===== src/rtl/marching_tetrahedra_cell_assert.svh =====
// Assertion macros shared by the front and back modules.
`ifndef MARCHING_TETRAHEDRA_CELL_ASSERT_SVH
`define MARCHING_TETRAHEDRA_CELL_ASSERT_SVH

// Implication checked on every rising clock edge outside reset.
`define MTC_ASSERT_IMPL(lbl, clk, rst_n, ante, cons) \
  lbl: assert property (@(posedge clk) disable iff (!rst_n) (ante) |-> (cons)) \
    else $error("assertion failed");

// Next-cycle implication checked outside reset.
`define MTC_ASSERT_NEXT(lbl, clk, rst_n, ante, cons) \
  lbl: assert property (@(posedge clk) disable iff (!rst_n) (ante) |=> (cons)) \
    else $error("assertion failed");

`endif


===== src/rtl/mtc_pkg.sv =====
`timescale 1ns / 1ps
package mtc_pkg;
  localparam int GridSizeDef = 64;
  localparam int FracBitsDef = 8;
  localparam int CoordW = 6;
  localparam int SampleW = 16;
  localparam int DiffW = 17;
  localparam int OutW = 14;
  localparam int QueueDepth = 2;

  typedef logic signed [DiffW-1:0] diff_t;

  // A classified cell as handed from front to back.
  typedef struct packed {
    logic [CoordW-1:0] x;
    logic [CoordW-1:0] y;
    logic [CoordW-1:0] z;
    logic [7:0][DiffW-1:0] d;
    logic [7:0] neg;
  } cell_t;

  function automatic logic [5:0] cut_edges(input logic [3:0] idx);
    logic [5:0] r;
    case (idx)
      4'd0, 4'd15: r = 6'h00;
      4'd1, 4'd14: r = 6'h0D;
      4'd2, 4'd13: r = 6'h13;
      4'd3, 4'd12: r = 6'h1E;
      4'd4, 4'd11: r = 6'h26;
      4'd5, 4'd10: r = 6'h2B;
      4'd6, 4'd9:  r = 6'h35;
      default:     r = 6'h38;
    endcase
    return r;
  endfunction

  function automatic logic [1:0] tri_count(input logic [3:0] idx);
    logic [1:0] r;
    case (idx)
      4'd0, 4'd15: r = 2'd0;
      4'd3, 4'd5, 4'd6, 4'd9, 4'd10, 4'd12: r = 2'd2;
      default: r = 2'd1;
    endcase
    return r;
  endfunction

  // Edge numbers of up to two triangles; the first triangle is in the low half.
  function automatic logic [5:0][2:0] tri_edges(input logic [3:0] idx);
    logic [5:0][2:0] r;
    case (idx)
      4'd1:  r = {3'd0, 3'd0, 3'd0, 3'd2, 3'd3, 3'd0};
      4'd2:  r = {3'd0, 3'd0, 3'd0, 3'd4, 3'd1, 3'd0};
      4'd3:  r = {3'd2, 3'd3, 3'd1, 3'd3, 3'd4, 3'd1};
      4'd4:  r = {3'd0, 3'd0, 3'd0, 3'd5, 3'd2, 3'd1};
      4'd5:  r = {3'd3, 3'd0, 3'd1, 3'd5, 3'd3, 3'd1};
      4'd6:  r = {3'd0, 3'd4, 3'd2, 3'd4, 3'd5, 3'd2};
      4'd7:  r = {3'd0, 3'd0, 3'd0, 3'd4, 3'd5, 3'd3};
      4'd8:  r = {3'd0, 3'd0, 3'd0, 3'd5, 3'd4, 3'd3};
      4'd9:  r = {3'd4, 3'd0, 3'd2, 3'd5, 3'd4, 3'd2};
      4'd10: r = {3'd0, 3'd3, 3'd1, 3'd3, 3'd5, 3'd1};
      4'd11: r = {3'd0, 3'd0, 3'd0, 3'd2, 3'd5, 3'd1};
      4'd12: r = {3'd3, 3'd2, 3'd1, 3'd4, 3'd3, 3'd1};
      4'd13: r = {3'd0, 3'd0, 3'd0, 3'd1, 3'd4, 3'd0};
      4'd14: r = {3'd0, 3'd0, 3'd0, 3'd3, 3'd2, 3'd0};
      default: r = '0;
    endcase
    return r;
  endfunction

  function automatic logic [3:0][2:0] tet_corners(input logic [2:0] t);
    logic [3:0][2:0] r;
    case (t)
      3'd0: r = {3'd5, 3'd1, 3'd3, 3'd0};
      3'd1: r = {3'd5, 3'd2, 3'd3, 3'd1};
      3'd2: r = {3'd3, 3'd7, 3'd5, 3'd4};
      3'd3: r = {3'd3, 3'd7, 3'd6, 3'd5};
      3'd4: r = {3'd3, 3'd4, 3'd5, 3'd0};
      default: r = {3'd3, 3'd6, 3'd2, 3'd5};
    endcase
    return r;
  endfunction

  // Edge ends as tetrahedron vertex slots: {b, a}.
  function automatic logic [1:0][1:0] edge_ends(input logic [2:0] e);
    logic [1:0][1:0] r;
    case (e)
      3'd0: r = {2'd1, 2'd0};
      3'd1: r = {2'd2, 2'd1};
      3'd2: r = {2'd0, 2'd2};
      3'd3: r = {2'd3, 2'd0};
      3'd4: r = {2'd3, 2'd1};
      default: r = {2'd3, 2'd2};
    endcase
    return r;
  endfunction

  // Corner offset bits {z, y, x}.
  function automatic logic [2:0] corner_off(input logic [2:0] c);
    logic [2:0] r;
    case (c)
      3'd0: r = 3'b000;
      3'd1: r = 3'b001;
      3'd2: r = 3'b011;
      3'd3: r = 3'b010;
      3'd4: r = 3'b100;
      3'd5: r = 3'b101;
      3'd6: r = 3'b111;
      default: r = 3'b110;
    endcase
    return r;
  endfunction
endpackage


===== src/rtl/mtc_front.sv =====
`timescale 1ns / 1ps
module mtc_front
  import mtc_pkg::*;
#(
  parameter int GRID_SIZE = GridSizeDef
) (
  input  logic                      clk,
  input  logic                      rst_n,
  input  logic                      cfg_we,
  input  logic signed [SampleW-1:0] cfg_iso_level,
  input  logic                      in_valid,
  output logic                      in_stall,
  input  logic [CoordW-1:0]         in_cell_x,
  input  logic [CoordW-1:0]         in_cell_y,
  input  logic [CoordW-1:0]         in_cell_z,
  input  logic [7:0][SampleW-1:0]   in_samples,
  output logic                      q_valid,
  input  logic                      q_pop,
  output cell_t                     q_head
);
  `include "marching_tetrahedra_cell_assert.svh"

  localparam int CoordMax = GRID_SIZE - 2;
  localparam int CntW = $clog2(QueueDepth + 1);

  logic signed [SampleW-1:0] iso_r;
  cell_t       q_mem_r [QueueDepth];
  logic [CntW-1:0] cnt_r, cnt_nxt;
  logic        in_fire, in_keep, push;
  cell_t       cls;

  always_comb begin
    cls.x = in_cell_x;
    cls.y = in_cell_y;
    cls.z = in_cell_z;
    for (int i = 0; i < 8; i++) begin
      cls.d[i] = DiffW'($signed(in_samples[i])) - DiffW'(iso_r);
      cls.neg[i] = cls.d[i][DiffW-1];
    end
  end

  assign in_stall = (cnt_r == CntW'(QueueDepth));
  assign in_fire = in_valid && !in_stall;
  // Cells outside the grid are consumed and dropped here.
  assign in_keep = (32'(in_cell_x) <= CoordMax) && (32'(in_cell_y) <= CoordMax) &&
                   (32'(in_cell_z) <= CoordMax);
  assign push = in_fire && in_keep;
  assign q_valid = (cnt_r != '0);
  assign q_head = q_mem_r[0];

  always_comb begin
    cnt_nxt = cnt_r;
    if (push && !q_pop) cnt_nxt = cnt_r + 1'b1;
    else if (!push && q_pop) cnt_nxt = cnt_r - 1'b1;
  end

  always_ff @(posedge clk) begin
    if (!rst_n) begin
      iso_r <= '0;
      cnt_r <= '0;
    end else begin
      if (cfg_we) iso_r <= cfg_iso_level;
      cnt_r <= cnt_nxt;
    end
  end

  // Shift queue: entry 0 is the head.
  always_ff @(posedge clk) begin
    for (int i = 0; i < QueueDepth; i++) begin
      if (q_pop) begin
        if (push && (CntW'(i) == cnt_r - 1'b1)) q_mem_r[i] <= cls;
        else if (i < QueueDepth - 1) q_mem_r[i] <= q_mem_r[(i + 1) % QueueDepth];
      end else if (push && (CntW'(i) == cnt_r)) begin
        q_mem_r[i] <= cls;
      end
    end
  end

  `MTC_ASSERT_IMPL(a_no_overflow, clk, rst_n, 1'b1, cnt_r <= CntW'(QueueDepth))
  `MTC_ASSERT_IMPL(a_pop_nonempty, clk, rst_n, q_pop, q_valid)
  `MTC_ASSERT_NEXT(a_cfg_held, clk, rst_n, cfg_we, iso_r == $past(cfg_iso_level))
endmodule


===== src/rtl/mtc_div.sv =====
`timescale 1ns / 1ps
module mtc_div
  import mtc_pkg::*;
#(
  parameter int FRAC_BITS = FracBitsDef
) (
  input  logic                 clk,
  input  logic                 rst_n,
  input  logic                 start,
  input  logic [DiffW-1:0]     num,
  input  logic [DiffW:0]       den,
  output logic                 done,
  output logic [FRAC_BITS:0]   t
);
  // Restoring divider, one quotient bit per cycle, clamped to 2^FRAC_BITS.
  localparam int QW = DiffW + FRAC_BITS;
  localparam int StepW = $clog2(QW + 1);
  localparam logic [FRAC_BITS:0] One = (FRAC_BITS + 1)'(1) << FRAC_BITS;

  logic [QW-1:0]    q_r, q_nxt;
  logic [DiffW+1:0] rem_r, rem_nxt, trial;
  logic [DiffW:0]   den_r;
  logic [StepW-1:0] step_r;
  logic             busy_r;

  always_comb begin
    trial = {rem_r[DiffW:0], q_r[QW-1]};
    q_nxt = {q_r[QW-2:0], 1'b0};
    rem_nxt = trial;
    if (trial >= {1'b0, den_r}) begin
      rem_nxt = trial - {1'b0, den_r};
      q_nxt[0] = 1'b1;
    end
  end

  always_ff @(posedge clk) begin
    if (!rst_n) begin
      busy_r <= 1'b0;
      done <= 1'b0;
    end else begin
      done <= 1'b0;
      if (start) begin
        busy_r <= 1'b1;
        step_r <= '0;
        q_r <= {num, FRAC_BITS'(0)};
        rem_r <= '0;
        den_r <= den;
      end else if (busy_r) begin
        q_r <= q_nxt;
        rem_r <= rem_nxt;
        step_r <= step_r + 1'b1;
        if (step_r == StepW'(QW - 1)) begin
          busy_r <= 1'b0;
          done <= 1'b1;
        end
      end
    end
  end

  assign t = (q_r > QW'(One)) ? One : q_r[FRAC_BITS:0];
endmodule


===== src/rtl/mtc_back.sv =====
`timescale 1ns / 1ps
module mtc_back
  import mtc_pkg::*;
#(
  parameter int FRAC_BITS = FracBitsDef
) (
  input  logic                 clk,
  input  logic                 rst_n,
  input  logic                 q_valid,
  output logic                 q_pop,
  input  cell_t                q_head,
  output logic                 out_valid,
  input  logic                 out_stall,
  output logic [2:0][2:0][OutW-1:0] out_vert,
  output logic                 out_last
);
  `include "marching_tetrahedra_cell_assert.svh"

  typedef enum logic [4:0] {
    S_IDLE = 5'b00001,
    S_TET  = 5'b00010,
    S_EDGE = 5'b00100,
    S_DIV  = 5'b01000,
    S_EMIT = 5'b10000
  } state_t;

  state_t state_r;
  logic [2:0] tet_r, edge_r;
  logic [3:0] idx_r;
  logic [5:0] cuts_r;
  logic       tri_r;
  logic [5:0][2:0][OutW-1:0] pos_r;
  logic       pend_r;
  logic [2:0][2:0][OutW-1:0] pend_vert_r;
  logic       fin_r;

  logic [3:0][2:0] cv;
  logic [3:0] idx_c;
  logic [1:0] tcnt_c;
  logic [1:0][1:0] ee;
  logic [2:0] ca, cb, oa, ob;
  logic signed [DiffW-1:0] da, db;
  logic signed [DiffW:0] den_s;
  logic [DiffW-1:0] num_abs;
  logic [DiffW:0] den_abs;
  logic zero_t, div_start, div_done;
  logic [FRAC_BITS:0] div_t;
  logic [FRAC_BITS:0] tt;
  logic [2:0][OutW-1:0] vpos;
  logic [5:0][2:0] te;
  logic [2:0][2:0][OutW-1:0] tri_vert;
  logic out_free, last_tet, more_tri, emit_c;
  logic [2:0][CoordW-1:0] cell_xyz;

  assign cv = tet_corners(tet_r);
  assign cell_xyz = {q_head.z, q_head.y, q_head.x};
  always_comb begin
    for (int i = 0; i < 4; i++) idx_c[i] = q_head.neg[cv[i]];
  end
  // Once the sixth tetrahedron is done, only the held triangle is left to flush.
  assign tcnt_c = fin_r ? 2'd0 : tri_count(idx_c);

  assign ee = edge_ends(edge_r);
  assign ca = cv[ee[0]];
  assign cb = cv[ee[1]];
  assign oa = corner_off(ca);
  assign ob = corner_off(cb);
  assign da = q_head.d[ca];
  assign db = q_head.d[cb];
  assign den_s = (DiffW+1)'(da) - (DiffW+1)'(db);
  assign zero_t = (da == '0) || (den_s == '0) || (da[DiffW-1] != den_s[DiffW]);
  assign num_abs = da[DiffW-1] ? DiffW'(-da) : DiffW'(da);
  assign den_abs = den_s[DiffW] ? (DiffW+1)'(-den_s) : (DiffW+1)'(den_s);
  assign div_start = (state_r == S_EDGE) && (edge_r != 3'd6) && cuts_r[edge_r] && !zero_t;
  assign tt = (state_r == S_DIV) ? div_t : '0;

  always_comb begin
    for (int ax = 0; ax < 3; ax++) begin
      vpos[ax] = OutW'({cell_xyz[ax] + CoordW'(oa[ax]), FRAC_BITS'(0)});
      if (ob[ax] && !oa[ax]) vpos[ax] = vpos[ax] + OutW'(tt);
      else if (!ob[ax] && oa[ax]) vpos[ax] = vpos[ax] - OutW'(tt);
    end
  end

  assign te = tri_edges(idx_r);
  always_comb begin
    for (int v = 0; v < 3; v++) tri_vert[v] = pos_r[te[3'({1'b0, tri_r} * 3 + v)]];
  end

  mtc_div #(.FRAC_BITS(FRAC_BITS)) u_div (
    .clk(clk), .rst_n(rst_n), .start(div_start), .num(num_abs), .den(den_abs),
    .done(div_done), .t(div_t)
  );

  assign out_free = !out_valid || !out_stall;
  assign last_tet = (tet_r == 3'd5);
  assign more_tri = (tri_count(idx_r) == 2'd2) && !tri_r;
  assign q_pop = (state_r == S_TET) && last_tet && (tcnt_c == 2'd0) &&
                 (!pend_r || out_free);
  assign emit_c = pend_r && out_free &&
                  (((state_r == S_TET) && last_tet && (tcnt_c == 2'd0)) ||
                   (state_r == S_EMIT));

  // A triangle is held back one slot so the cell's final one can be marked.
  always_ff @(posedge clk) begin
    if (!rst_n) begin
      state_r <= S_IDLE;
      out_valid <= 1'b0;
      pend_r <= 1'b0;
      fin_r <= 1'b0;
    end else begin
      if (emit_c) out_valid <= 1'b1;
      else if (out_valid && !out_stall) out_valid <= 1'b0;
      case (state_r)
        S_IDLE: begin
          if (q_valid) begin
            state_r <= S_TET;
            tet_r <= '0;
            fin_r <= 1'b0;
          end
        end
        S_TET: begin
          idx_r <= idx_c;
          cuts_r <= cut_edges(idx_c);
          tri_r <= 1'b0;
          edge_r <= '0;
          if (tcnt_c != 2'd0) begin
            state_r <= S_EDGE;
          end else if (last_tet) begin
            if (pend_r && out_free) begin
              out_vert <= pend_vert_r;
              out_last <= 1'b1;
              pend_r <= 1'b0;
              state_r <= S_IDLE;
            end else if (!pend_r) begin
              state_r <= S_IDLE;
            end
          end else begin
            tet_r <= tet_r + 1'b1;
          end
        end
        S_EDGE: begin
          if (edge_r == 3'd6) begin
            state_r <= S_EMIT;
          end else if (div_start) begin
            state_r <= S_DIV;
          end else begin
            if (cuts_r[edge_r]) pos_r[edge_r] <= vpos;
            edge_r <= edge_r + 1'b1;
          end
        end
        S_DIV: begin
          if (div_done) begin
            pos_r[edge_r] <= vpos;
            edge_r <= edge_r + 1'b1;
            state_r <= S_EDGE;
          end
        end
        S_EMIT: begin
          if (!pend_r || out_free) begin
            if (pend_r) begin
              out_vert <= pend_vert_r;
              out_last <= 1'b0;
            end
            pend_r <= 1'b1;
            pend_vert_r <= tri_vert;
            if (more_tri) begin
              tri_r <= 1'b1;
            end else if (last_tet) begin
              fin_r <= 1'b1;
              state_r <= S_TET;
            end else begin
              tet_r <= tet_r + 1'b1;
              state_r <= S_TET;
            end
          end
        end
        default: state_r <= S_IDLE;
      endcase
    end
  end

  `MTC_ASSERT_IMPL(a_pop_idle_path, clk, rst_n, q_pop, state_r == S_TET)
  `MTC_ASSERT_IMPL(a_pend_emit, clk, rst_n, (state_r == S_IDLE), !pend_r)
  `MTC_ASSERT_NEXT(a_out_hold, clk, rst_n, out_valid && out_stall,
                   out_valid && $stable(out_vert) && $stable(out_last))
endmodule


===== src/rtl/marching_tetrahedra_cell.sv =====
`timescale 1ns / 1ps
// Channel   Handshake                Payload
// cfg       cfg_we                   cfg_iso_level
// in        in_valid / in_stall      in_cell_x/y/z, in_corner_sample_0..7
// out       out_valid / out_stall    out_vert_{a,b,c}_{x,y,z}, out_last_triangle
// A cell is walked one tetrahedron at a time; each cut edge that needs a division goes
// through the one shared serial divider, and each triangle is emitted in turn; when the
// sixth tetrahedron has triangles, a further step marks the final triangle. The divider
// sets the pace, and out_stall on a waiting triangle holds the back. Reset is synchronous,
// active low, and sets iso_level to zero. A two-entry queue parts the front from the back,
// so input is taken while the back works or waits on out_stall, until the queue is full.
module marching_tetrahedra_cell
  import mtc_pkg::*;
#(
  parameter int GRID_SIZE = GridSizeDef,
  parameter int FRAC_BITS = FracBitsDef
) (
  input  logic                      clk,
  input  logic                      rst_n,
  input  logic                      cfg_we,
  input  logic signed [SampleW-1:0] cfg_iso_level,
  input  logic                      in_valid,
  output logic                      in_stall,
  input  logic [CoordW-1:0]         in_cell_x,
  input  logic [CoordW-1:0]         in_cell_y,
  input  logic [CoordW-1:0]         in_cell_z,
  input  logic signed [SampleW-1:0] in_corner_sample_0,
  input  logic signed [SampleW-1:0] in_corner_sample_1,
  input  logic signed [SampleW-1:0] in_corner_sample_2,
  input  logic signed [SampleW-1:0] in_corner_sample_3,
  input  logic signed [SampleW-1:0] in_corner_sample_4,
  input  logic signed [SampleW-1:0] in_corner_sample_5,
  input  logic signed [SampleW-1:0] in_corner_sample_6,
  input  logic signed [SampleW-1:0] in_corner_sample_7,
  output logic                      out_valid,
  input  logic                      out_stall,
  output logic [OutW-1:0]           out_vert_a_x,
  output logic [OutW-1:0]           out_vert_a_y,
  output logic [OutW-1:0]           out_vert_a_z,
  output logic [OutW-1:0]           out_vert_b_x,
  output logic [OutW-1:0]           out_vert_b_y,
  output logic [OutW-1:0]           out_vert_b_z,
  output logic [OutW-1:0]           out_vert_c_x,
  output logic [OutW-1:0]           out_vert_c_y,
  output logic [OutW-1:0]           out_vert_c_z,
  output logic                      out_last_triangle
);
  logic q_valid, q_pop;
  cell_t q_head;
  logic [2:0][2:0][OutW-1:0] vert;

  mtc_front #(.GRID_SIZE(GRID_SIZE)) u_front (
    .clk(clk), .rst_n(rst_n), .cfg_we(cfg_we), .cfg_iso_level(cfg_iso_level),
    .in_valid(in_valid), .in_stall(in_stall), .in_cell_x(in_cell_x),
    .in_cell_y(in_cell_y), .in_cell_z(in_cell_z),
    .in_samples({in_corner_sample_7, in_corner_sample_6, in_corner_sample_5,
                 in_corner_sample_4, in_corner_sample_3, in_corner_sample_2,
                 in_corner_sample_1, in_corner_sample_0}),
    .q_valid(q_valid), .q_pop(q_pop), .q_head(q_head)
  );

  mtc_back #(.FRAC_BITS(FRAC_BITS)) u_back (
    .clk(clk), .rst_n(rst_n), .q_valid(q_valid), .q_pop(q_pop), .q_head(q_head),
    .out_valid(out_valid), .out_stall(out_stall), .out_vert(vert),
    .out_last(out_last_triangle)
  );

  assign out_vert_a_x = vert[0][0];
  assign out_vert_a_y = vert[0][1];
  assign out_vert_a_z = vert[0][2];
  assign out_vert_b_x = vert[1][0];
  assign out_vert_b_y = vert[1][1];
  assign out_vert_b_z = vert[1][2];
  assign out_vert_c_x = vert[2][0];
  assign out_vert_c_y = vert[2][1];
  assign out_vert_c_z = vert[2][2];
endmodule


===== config.mk =====
export PLATFORM = sky130hd
export DESIGN_NAME = marching_tetrahedra_cell
export DESIGN_NICKNAME = d
export VERILOG_FILES = /design/src/rtl/mtc_pkg.sv /design/src/rtl/mtc_front.sv /design/src/rtl/mtc_div.sv /design/src/rtl/mtc_back.sv /design/src/rtl/marching_tetrahedra_cell.sv
export VERILOG_INCLUDE_DIRS = /design/src /design/src/rtl
export SDC_FILE = /design/constraint.sdc
export NUM_CORES = 2
export LEC_CHECK = 0
export BUFFER_PORTS_ARGS = -buffer_cell sky130_fd_sc_hd__buf_2
export CORE_UTILIZATION = 62
export DETAILED_ROUTE_END_ITERATION = 16
export PLACE_DENSITY = 0.88
export SLEW_MARGIN = 20
export SYNTH_ARGS = -nofsm -noshare
export SYNTH_HDL_FRONTEND = slang
export SYNTH_SLANG_ARGS = --single-unit

===== constraint.sdc =====
create_clock -name clk -period 14.79 [get_ports clk]
set_input_delay 1.479 -clock clk [delete_from_list [all_inputs] [get_ports clk]]
set_output_delay 1.479 -clock clk [all_outputs]
set_load 0.02 [all_outputs]

# [Word level (Yosys, flattened, before mapping)]
# Memory sizes are Yosys's and may differ from the RTL's. A register that Yosys moved wholly into a read port is not among the register bits.
# Index checks and enable logic that the tools add are counted.
# W data, S select, Z words.
[op_classes] n_addsub=28 multipliers=1 magnitude_cmp=21 n_eq_ne=50 mux=136 n_bitwise=5 reduce_logical=79
[op_table] operator="$mux W252" n=4
[op_table] operator="$mux W162" n=4
[op_table] operator="$mux W126" n=5
[op_table] operator="$pmux W252 S2" n=1
[op_table] operator="$bmux W42 S3" n=3
[op_table] operator="$bwmux W252" n=1
[op_table] operator="$pmux W126 S2" n=1
[op_table] operator="$mux W42" n=4
[op_table] operator="$reduce_or A162 Y1" n=1
[op_table] operator="$sub A16 B16 Y17" n=8
[op_table] operator="$demux W42 S3" n=1
[op_table] operator="$bmux W17 S3" n=2
[op_table] operator="$mux W14" n=6
[op_table] operator="$mux W17" n=4
[op_table] operator="$pmux W12 S5" n=1
[op_table] operator="$mux W5" n=11
[op_table] operator="$lt A3 B4 Y1 const B" n=13
[op_table] operator="$mux W25" n=2
[op_table] operator="$mux W1" n=44
[op_table] operator="$add A14 B9 Y14" n=3
[op_table] operator="$pmux W3 S7" n=2
[op_table] operator="$sub A14 B9 Y14" n=3
[op_table] operator="$mux W3" n=13
[op_table] operator="$mux W18" n=2
[op_table] operator="60 further kinds" n=181
[totals] ff_bits=610 ram_bits=324 rom_bits=416 in_bits=167 out_inout_bits=129 word_cells=380 n_memories=5
[memory_table] name="u_front.q_mem_r" words=2 word_bits=162 read_ports=2 rd_ports_with_merged_regs=0 wr=1 line_no="mtc_front.sv:27" source="cell_t q_mem_r [QueueDepth];"
[memory_table] name="(name not given)" words=16 word_bits=16 read_ports=1 rd_ports_with_merged_regs=1 wr=0 line_no="mtc_pkg.sv:50" source="case (idx)"
[memory_table] name="(name not given)" words=16 word_bits=6 read_ports=1 rd_ports_with_merged_regs=1 wr=0 line_no="mtc_pkg.sv:24" source="case (idx)"
[memory_table] name="(name not given)" words=16 word_bits=2 read_ports=1 rd_ports_with_merged_regs=0 wr=0 line_no="mtc_pkg.sv:39" source="case (idx)"
[memory_table] name="(name not given)" words=16 word_bits=2 read_ports=1 rd_ports_with_merged_regs=1 wr=0 line_no="mtc_pkg.sv:39"

# [Logic depth before layout (Yosys ltp)]
[logic_depth] depth_word=15 ltp_mapped=30

# [Hierarchy]
# Synthesis repeated with hierarchy kept, for this count alone.
[unflattened] hier_cells=4241 area_unflattened_um2=50966.4
[modules_own_cells] module="mtc_back" n_inst=1 cells_per_inst=2296 area_per_inst_um2=28900.2
[modules_own_cells] module="mtc_front" n_inst=1 cells_per_inst=1603 area_per_inst_um2=18205.0
[modules_own_cells] module="mtc_div" n_inst=1 cells_per_inst=342 area_per_inst_um2=3861.2

# [Worst setup path before layout]
# Ideal clock, no wire load.
[synth_timing] kind="reg-to-reg" from="register u_back.tet_r[1]" to="memory u_front.q_mem_r[1][100] in the netlist's numbering (enable)" setup_time_ps=688 arrival_ps=10375 required_ps=14102 slack_ps=3727 path_stages_with_launch=15 n_path_buf=1 cell_sequence="edfxtp_1 -> inv_1 -> ha_1 -> or4_1 -> a21oi_1 -> mux4_2 -> mux2_2 -> ha_1 -> o31a_1 -> nor2_1 -> o21ai_0 -> or3_1 -> clkbuf_1 -> mux2i_1 -> nor2b_1"
[synth_between] elab_chain_cells=14 elab_cells_between_ends=37 cone_classes="eq/ne (5); mux (22); bitwise (3); reduce/logical (6); memory (1)"
[synth_rtl] element="start, declared" line_no="mtc_back.sv:28" source="logic [2:0] tet_r, edge_r;"
[synth_rtl] element="start signal, assigned" line_no="mtc_back.sv:139" source="tet_r <= tet_r + 1'b1;"
[synth_rtl] element="start signal, assigned" line_no="mtc_back.sv:173" source="tet_r <= tet_r + 1'b1;"
[synth_rtl] element="$eq A3 B3 Y1, or another cell as far along" line_no="mtc_pkg.sv:72" source="case (t)"
[synth_rtl] element="$pmux W12 S5 (*)" line_no="mtc_pkg.sv:72"
[synth_rtl] element="$bmux W1 S3 (*)" line_no="mtc_back.sv:58" source="for (int i = 0; i < 4; i++) idx_c[i] = q_head.neg[cv[i]];"
[synth_rtl] element="$mux W1 (not written as such) (*)" line_no="mtc_back.sv:58"
[synth_rtl] element="named net u_back.idx_c[1]" line_no="mtc_back.sv:38" source="logic [3:0] idx_c;"
[synth_rtl] element="$mem_v2 Z16 W2 (*)"
[synth_rtl] element="$mux W2 (*)" line_no="mtc_back.sv:61" source="assign tcnt_c = fin_r ? 2'd0 : tri_count(idx_c);"
[synth_rtl] element="$logic_not A2 Y1 (*)" line_no="mtc_back.sv:98" source="assign q_pop = (state_r == S_TET) && last_tet && (tcnt_c == 2'd0) &&"
[synth_rtl] element="$logic_and A1 B1 Y1 (*) (2 in series)" line_no="mtc_back.sv:98"
[synth_rtl] element="$mux W1" line_no="mtc_front.sv:70" source="if (q_pop) begin"
[synth_rtl] element="$mux W1, on equally long branches" line_no="mtc_front.sv:71, mtc_front.sv:72, mtc_front.sv:74"
[synth_rtl] element="$or A1 B1 Y1 (no source line)"
[synth_rtl] element="$reduce_or A162 Y1 (no source line) / $or A1 B1 Y1 (equally long branches)"
[synth_rtl] element="$mux W1 (no source line)"
[synth_rtl] element="end, declared" line_no="mtc_front.sv:27"
# The timed path passes the listed nets; every way through them passes the cells marked *. The select of a mux whose other input is x is not followed.

# [Final worst setup path]
[layout_timing] from="register u_back.edge_r[0]" to="register u_back.pos_r[56] in the netlist's numbering (enable)"
[layout_between] elab_chain_cells=14 elab_cells_between_ends=32 cone_classes="add/sub (1); eq/ne (10); mux (11); reduce/logical (10)"
[layout_rtl] element="start, declared" line_no="mtc_back.sv:28"
[layout_rtl] element="start signal, assigned" line_no="mtc_back.sv:149" source="edge_r <= edge_r + 1'b1;"
[layout_rtl] element="start signal, assigned" line_no="mtc_back.sv:155" source="edge_r <= edge_r + 1'b1;"
[layout_rtl] element="$eq A3 B3 Y1, or another cell as far along" line_no="mtc_pkg.sv:86" source="case (e)"
[layout_rtl] element="$pmux W4 S5" line_no="mtc_pkg.sv:86"
[layout_rtl] element="$bmux W3 S2, on equally long branches" line_no="mtc_back.sv:64, mtc_back.sv:65"
[layout_rtl] element="$mux W3, on equally long branches" line_no="mtc_back.sv:64, mtc_back.sv:65"
[layout_rtl] element="$bmux W17 S3, on equally long branches" line_no="mtc_back.sv:68, mtc_back.sv:69"
[layout_rtl] element="$mux W17, on equally long branches" line_no="mtc_back.sv:68, mtc_back.sv:69"
[layout_rtl] element="$sub A17 B17 Y18" line_no="mtc_back.sv:70" source="assign den_s = (DiffW+1)'(da) - (DiffW+1)'(db);"
[layout_rtl] element="$logic_not A18 Y1" line_no="mtc_back.sv:71" source="assign zero_t = (da == '0) || (den_s == '0) || (da[DiffW-1] != den_s[DiffW]);"
[layout_rtl] element="$logic_or A1 B1 Y1 (2 in series)" line_no="mtc_back.sv:71"
[layout_rtl] element="$logic_not A1 Y1" line_no="mtc_back.sv:74" source="assign div_start = (state_r == S_EDGE) && (edge_r != 3'd6) && cuts_r[edge_r] && !zero_t;"
[layout_rtl] element="$logic_and A1 B1 Y1" line_no="mtc_back.sv:74"
[layout_rtl] element="$ne A2 B2 Y1 (no source line)"
[layout_rtl] element="$reduce_and A6 Y1 (no source line) (*)"
[layout_rtl] element="end signal, assigned by index" line_no="mtc_back.sv:148" source="if (cuts_r[edge_r]) pos_r[edge_r] <= vpos;"
[layout_rtl] element="end signal, assigned by index" line_no="mtc_back.sv:154" source="pos_r[edge_r] <= vpos;"
[layout_rtl] element="end, declared" line_no="mtc_back.sv:32" source="logic [5:0][2:0][OutW-1:0] pos_r;"
# Every way passes the cells marked *; elsewhere a longest branch is shown, timed or not. The select of a mux whose other input is x is not followed.
# A chain may end at the register's enable or synchronous reset.

==> run_results.csv <==
group,metric,value,unit
floorplanning,dieArea,0.0800,mm2
sta,rsz0062_at_grt,"no",
route,dr.pass1.iters,17,
worst_hold_path,min_from,"u_back.pend_vert_r[59]",
final_layout,nNetsFinal,4704,
synth,synth_edf_count,896,
power,intPower,0.00570,W
route,wl_met2,66200,um
final_layout,stdcell_area,0.0548,mm2
sta,fin_skew,0.0961,ns
clock_tree,cts_setup_buffers,0,
synth,ys_seq_area_share,56.9,%
clock_tree,cts_sinks,942,
sta,period_share,54.3,%
route,antenna_left,0,
route,drtIter0Drc,5088,
synth,synth_ff_type,"edfxtp_1",
worst_hold_path,worstHoldPathType,"register to register",
setup_path,r2r-start,"u_back.edge_r[0]",
placed_design,dpl_cell_area,0.0516,mm2
setup_path,cp_max_fo,46,
global_routing,grt_pass1_vias,35167,
final_layout,drive_gt1_share,17.0,%
synth,synth.net_count,4427,
synth,async_flop_share,0,%
clock_tree,holdBufCountCts,0,
global_routing,grt_first_pass_wirelength,200000,um
route,wl_per_cell,24.6,um
sta,finalCriticalPeriod,8.04,ns
clock_tree,clockBufferDepth,3,
placed_design,gp_congestion,0.889,
clock_tree,cts_tree,"done",
route,vias_per_cell,6.57,
floorplanning,die_w,283,um
sta,max_slew_margin,21.3,%
sta,setup_ws,6.75,ns
setup_path,worstSetupEndpointType,"register",
sta,whs,0.364,ns
setup_path,critPathLaunch,"u_back.edge_r[0]",
clock_tree,htree_levels,3,
setup_path,crit_required,15.04,ns
setup_path,critPathKind,"register to register",
synth,yosysWarnings,0,
clock_tree,cts-resized-gates,0,
clock_tree,cts_root_buf,"clkbuf_16",
sta,finalHoldViolCount,0,
synth,netlist_instances,4040,
synth,yosysTopAreaCellShare,55.0,%
status,failed_checks,"DRC",
sta,worstMarginPinSlew,1.18,ns
route,highest_layer,"met5",
clock_tree,numCtsBuffers,94,
synth,netlist_area,0.0489,mm2
power,p_switching,0.00309,W
setup_path,arrival,8.29,ns
route,routed_wl,134000,um
route,wl_met1,46400,um
floorplanning,row_count,102,
power,combPwrFrac,33.2,%
synth,ys_ff_latch,942,
route,dr_total_vias,35753,
sta,max_freq,124,MHz
flow_run,drv_cap,0,
clock_tree,insertion_delay,0.72,ns
placed_design,portBuffers,295,
clock_tree,clkTransAtPathRegs,0.07,ns
status,status,"finished with violations",
synth,synth.avg_cell_area,12.1,um2
power,leakage,20.7,nW
floorplanning,fp.dieH,283,um
placed_design,placed_cells,5261,
power,switching_share,35.1,%
floorplanning,initial_core_util,62.9,%
placed_design,hpwlAfterDp,84300,um
power,pwr-share-seq,38.2,%
final_layout,syn_to_final_growth,12.1,%
global_routing,track_usage,33.0,%
power,peakVddDrop,0.000123,V
sta,setup_viol,0,
power,power_density,160,mW/mm2
final_layout,multi_input_area,0.0200,mm2
route,met3_length,13700,um
synth,synth_area_leaders,"edfxtp_1, mux4_2, nand2_1, ha_1, mux2i_1",
route,drc,1,
final_layout,fill_cells,4800,
global_routing,grt_antenna_before_repair,5,
global_routing,overflow,0,
sta,setup_tns,0,ns
placed_design,place_ws,6.96,ns
global_routing,grt_max_degree,89,
power,power_frac_clock,28.5,%
setup_path,critPathLaunchType,"register",
synth,synth_largest_area_cell,"edfxtp_1",
synth,synth.distinct_cells,95,
final_layout,regArea,0.0278,mm2
floorplanning,core_area,0.0777,mm2
floorplanning,pin_count,296,
final_layout,final_cells,5439,
sta,drv_slew,0,
==> critical path: stages, from the launching register on <==
cell	delay, ns
edfxtp_1	0.59
inv_1	0.22
ha_1	0.26
or4b_1	0.52
or3_1	0.33
o211a_2	0.15
buf_4	0.26
clkinv_2	0.52
nand2_1	0.11
and3_1	0.19
a211oi_1	0.25
a31oi_1	0.14
fa_1	0.48
a21oi_1	0.22
o31ai_1	0.14
a311oi_2	0.43
nor4_2	0.12
a2111oi_1	0.44
nor3_2	0.13
nor3_2	0.34
and4_4	0.31
o22ai_4	0.07
buf_4	0.35
nor4_2	0.32
buf_4	0.69
==> sequential cells by signal (all words and copies together), names as in the netlist, 4 cells and up, named ones only <==
name                 cells
u_front.q_mem_r        308
u_back.pos_r           252
u_back.out_vert        126
u_back.pend_vert_r     126
u_back.u_div.q_r        25
u_back.u_div.den_r      18
u_back.u_div.rem_r      18
u_back.te               16
u_front.iso_r           16
u_back.cuts_r            6
u_back.state_r           5
u_back.u_div.step_r      5
u_back.idx_r             4
==> per-stage QoR <==
step / utilization [%] / total power (W)
2_1_floorplan: - / 0.00549
3_3_place_gp: 66.3 / 0.00612
3_5_place_dp: 66.3 / 0.00620
4_1_cts: 70.5 / 0.00870
5_1_grt: 70.5 / 0.00910
6_report: 70.5 / 0.00879
==> power by group through the flow <==
stage / registers (W) / clock network [W] / logic, W
5_1_grt: 0.00337 / 0.00260 / 0.00313
2_1_floorplan: 0.00338 / 0 / 0.00211
3_5_place_dp: 0.00341 / 0 / 0.00279
3_3_place_gp: 0.00340 / 0 / 0.00271
6_report: 0.00336 / 0.00251 / 0.00292
4_1_cts: 0.00336 / 0.00250 / 0.00284
==> cell usage in the layout, fill, tap and decap left out, types with 48 or more instances in the layout <==
cell type	n
nor2_1	279
a21boi_0	74
a21oi_1	84
xor2_1	59
nand2_1	756
ha_1	210
nand3_1	113
xnor2_1	84
buf_2	295
edfxtp_1	896
mux2_2	54
clkbuf_16	94
inv_1	183
nor2b_1	48
o21ai_0	253
mux4_2	133
mux2i_1	170
==> Yosys cell counts (all sizes together), types with 27 or more instances <==
master and n:
nor2b 49, and3 28, xnor2 86, inv 185
a21oi 85, nor2 282, edfxtp 896, a21boi 75
o21ai 262, nand2b 28, dfxtp 46, mux2 62
nand3 113, a31oi 33, nand2 757, o22ai 27
xor2 59, mux2i 182, mux4 133, clkbuf 109
buf 43, ha 210
==> path summary, 6_finish.rpt <==
kind                            slack [ns]                  end  cells after the start
worst max-delay path                  6.75     u_back.pos_r[56]                     24
worst min-delay path                  0.36  u_back.out_vert[59]                      0
worst max register to register        6.75     u_back.pos_r[56]                     24
worst min register to register        0.36  u_back.out_vert[59]                      0
==> kinds of logic after synthesis <==
kind of cell,count (synthesis),synth area share [%]
compound gates,633,8.22
buf+inv,340,2.75
fa+ha+maj,221,5.80
simple gates,1382,12.3
flops,942,56.9
mux,377,11.4
xor+xnor,145,2.63
==> routing by layer <==
layer,global-route usage [%],vias up
li1,-,15372
met1,39.8,17159
met2,56.7,2615
met3,5.97,605
met4,17.0,2
met5,0,-
==> cell type report <==
cell class | instances | share of cell area, %
Multi-Input combinational cell | 2758 | 36.4
Inverter | 188 | 1.29
Clock inverter | 68 | 1.52
Tap cell | 1040 | 2.37
Antenna cell | 2 | 0.00913
Sequential cell | 942 | 50.8
Timing Repair Buffer | 333 | 3.21
Clock buffer | 108 | 4.39
No activity file was read; power rests on OpenSTA's default activity.
